===== src/bsm_ram.sv =====
// generic single port ram with registered read
`default_nettype none
module bsm_ram #(
    parameter int Width = 8,
    parameter int Depth = 256
) (
    input  wire                     i_clk,
    input  wire                     i_we,
    input  wire [$clog2(Depth)-1:0] i_addr,
    input  wire [Width-1:0]         i_wdata,
    output logic [Width-1:0]        o_rdata
);
    logic [Width-1:0] r_mem [Depth];

    // write, and registered read (old data on a write)
    always_ff @(posedge i_clk) begin
        if (i_we) begin
            r_mem[i_addr] <= i_wdata;
        end
        o_rdata <= r_mem[i_addr];
    end
endmodule
`default_nettype wire


===== config.mk =====
export PLATFORM = sky130hd
export DESIGN_NAME = bsm_ram
export DESIGN_NICKNAME = d
export VERILOG_FILES = /design/src/bsm_ram.sv
export SDC_FILE = /design/constraint.sdc
export NUM_CORES = 2
export LEC_CHECK = 0
export BUFFER_PORTS_ARGS = -buffer_cell sky130_fd_sc_hd__buf_4
export CAP_MARGIN = 20
export CORE_MARGIN = 1.5
export CORE_UTILIZATION = 25
export CTS_CLUSTER_SIZE = 16
export DETAILED_ROUTE_END_ITERATION = 10
export PLACE_DENSITY = 0.39
export SLEW_MARGIN = 10
export SYNTH_ARGS = -nofsm -noshare
export SYNTH_HDL_FRONTEND = slang
export SYNTH_SLANG_ARGS = --single-unit
export TNS_END_PERCENT = 30

===== constraint.sdc =====
create_clock -name i_clk -period 3.7 [get_ports i_clk]
set_input_delay 0 -clock i_clk [delete_from_list [all_inputs] [get_ports i_clk]]
set_output_delay 0 -clock i_clk [all_outputs]
set_load 0.005 [all_outputs]

==> out/metrics.yaml <==
timing:
  period_minus_slack_ns: 3.07
  min_period_over_period_pct: 82.8
  skew_ns: 0.0701
  hold-worst-slack_ns: 0.0910
  relSlewSlack_pct: 18.3
  slew_violations: 0
  setup_ws_ns: 0.635
  tightest_slew_ns: 1.21
  setup_viol_count_final: 0
  rsz0062_at_grt: "false"
  max_freq_ghz: 0.326
  hold_viol_final: 0
final_layout:
  multi_input_area_sq_um: 15900
  final.fill_count: 30200
  layout.nets: 4054
  syn2layout_area_growth_pct: 19.8
  final_util_pct: 30.1
  drive_above_1_share_pct: 31.2
  seq_area_sq_um: 61700
global_route:
  grt_overflow: 0
  grt_start_max_net_pins: 129
  grt_pass1_wl_mm: 326
  grt_pass1_vias: 39900
  antenna_found_initial: 11
  grt_usage_pct: 14.5
cts:
  cts_sinks: 2056
  clock-root-buffer: "clkbuf_16"
  htreeDepth: 4
  holdBufCountCts: 15
  cts_tree: "built"
  clockBufferDepth: 4
  path_clk_slew_ns: 0.06
  numCtsBuffers: 230
  clk_latency_ns: 0.90
  post_cts_buffers: 0
  ctsResizeCount: 0
critical_path:
  crit_family: "compound AO/OA/AOI/OAI gates"
  crit_required_ns: 4.44
  path_max_fanout: 1
  r2r-end: "o_rdata[3]"
  ff2ff_path_depth: 5
  crit_chain: "mux4_2, a22oi_1, a21oi_1, o41ai_1, nand4_1"
  cp_slowest_cell: "o41ai_1"
  reg2reg_from: "r_mem[75][3]"
  path_buf_inv: 0
  cp-start-kind: "flop"
  worstSetupPathType: "reg2reg"
  crit_arrival_ns: 3.81
  endpoint_kind: "flop"
  critPathMaxStageDelay_ns: 1.09
  ff2ff_setup_slack_ns: 0.63
min_path:
  worstHoldStart: "i_addr[4]"
  min_path_type: "in2reg"
  min_to: "o_rdata[3]"
  hold_depth: 7
die:
  die_area_sq_um: 317000
  die_w_um: 563
  rows: 205
  io_pins: 26
  start_util_pct: 25.1
  core_area_sq_um: 312000
  die_h_um: 563
power:
  powerDensity_nw_per_um2: 528
  p_leak_nw: 28.8
  vdd_drop_max_mv: 0.362
route:
  drcViolationCount: 0
  drt_pre_antenna_iters: 7
  drt_iter0_drc: 3365
  vias_per_cell: 4.58
  num_vias: 38300
  routedWlPerCell_um: 27.9
  ant_nets: 0
  wl_mm: 233
run_status:
  run_status: "finished, final reports clean"
synth:
  synth.distinct_cells: 22
  ys_top_cells_by_area: "edfxtp_1 78%, mux4_2 15%, a22oi_1 2.4%, nor2_1 1.1%, a21oi_1 0.82%"
  yosys_warnings: 0
  synth_top_cell_area_share_pct: 78.3
  syn-num-nets: 3565
  synth_top_cell_by_area: "edfxtp_1"
  syn_area_per_cell_sq_um: 22.1
  synth_seq_cells: 2056
  seq_area_frac_synth_pct: 78.6
  synth_area_sq_um: 78500
  synth_cells: 3547
run:
  max_cap_viol_count: 0
placed_design:
  port_buffers: 25
  dpl.hpwl_mm: 145
  gp_congestion: 0.748
  dp_slack_ns: 0.0496
[cells by family after synthesis]
family | Yosys count | synth area share [%]
flip-flops | 2056 | 78.6
multiplexers | 512 | 14.7
AO/OA/AOI/OAI | 416 | 3.62
AND/OR/NAND/NOR | 330 | 1.73
buffers and inverters | 233 | 1.40
[where the power goes]
part / internal, mW / switching [mW]
Clock: 12.2 / 9.28
Combinational: 0.868 / 1.57
Sequential: 25.7 / 0.0432
[synthesized netlist by cell type]
master / n
a21oi_1: 128
mux4_2: 512
clkbuf_1: 145
inv_1: 1
o41ai_1: 32
nand2b_1: 6
buf_2: 36
or3_1: 1
a22oi_1: 256
edfxtp_1: 2048
buf_6: 16
nor2_1: 232
nor3_1: 30
buf_1: 19
nand2_1: 28
nand3_1: 13
nor2b_1: 7
buf_4: 16
or2_2: 2
and2_1: 3
nand4_1: 8
dfxtp_1: 8
[through the flow]
step	std cells	power, mW	cell area [sq um]	setup TNS, ns
floorplan	3547	27.3	78500	0
global placement	7925	28.7	87000	-0.836
detailed placement	7928	28.7	87000	0
CTS	8353	50.3	94100	0
global route	8354	51.2	94100	0
finish	8357	49.7	94100	0
[registers in the layout (all words and copies together), names as in the netlist]
name     count
o_rdata      8
r_mem     2048
[how the worst max path moves through the flow]
stage / start / slack, ns / cells past startpoint / to
2_1_floorplan: i_addr[1] / 1.48 / 9 / r_mem[111][0]
3_3_place_gp: i_addr[0] / -0.84 / 8 / o_rdata[3]
3_5_place_dp: i_addr[0] / 0.05 / 9 / o_rdata[1]
4_1_cts: r_mem[250][0] / 0.66 / 8 / o_rdata[0]
5_1_grt: r_mem[251][0] / 0.62 / 8 / o_rdata[0]
6_report: r_mem[75][3] / 0.63 / 5 / o_rdata[3]
[worst reg2reg max path, stage by stage, from the launching register on]
cell	delay [ns]
edfxtp_1	0.36
mux4_2	0.52
a22oi_1	0.48
a21oi_1	0.30
o41ai_1	1.09
nand4_1	0.17
[metal layers]
layer  routed length [um]  track usage, %
met5                    0               0
met4                 4070            2.87
met3                11400            2.13
met2               110000            23.4
met1               108000            20.8
[area by class of cell]
cell class	count	area share, %
inverter	1	0.00399
timing repair buffer	489	4.71
antenna	3	0.00798
tap	4140	5.51
clock inverter	130	0.991
sequential	2056	65.5
multi-input combinational	1258	16.9
clock buffer	280	6.36
[layout by cell type, fill, tap and decap left out]
cell type and count:
a21oi_1 128, a22oi_1 256, and2_1 2, and2_4 1, buf_12 52, buf_2 2
buf_4 410, buf_8 10, bufinv_16 12, clkbuf_1 48, clkbuf_16 232, clkinv_1 63
clkinv_2 43, clkinv_8 3, clkinvlp_4 6, dfxtp_1 8, diode_2 3, dlygate4sd3_1 15
edfxtp_1 2048, inv_1 1, inv_6 3, mux4_2 512, nand2_1 20, nand2_2 8
nand2b_1 4, nand2b_2 2, nand3_1 5, nand3_2 8, nand4_1 8, nor2_1 231
nor2_4 1, nor2b_1 5, nor2b_4 2, nor3_1 30, o41ai_1 26, o41ai_2 6
or2_2 2, or3_2 1
Note: power is estimated with default switching activity, not from simulation.
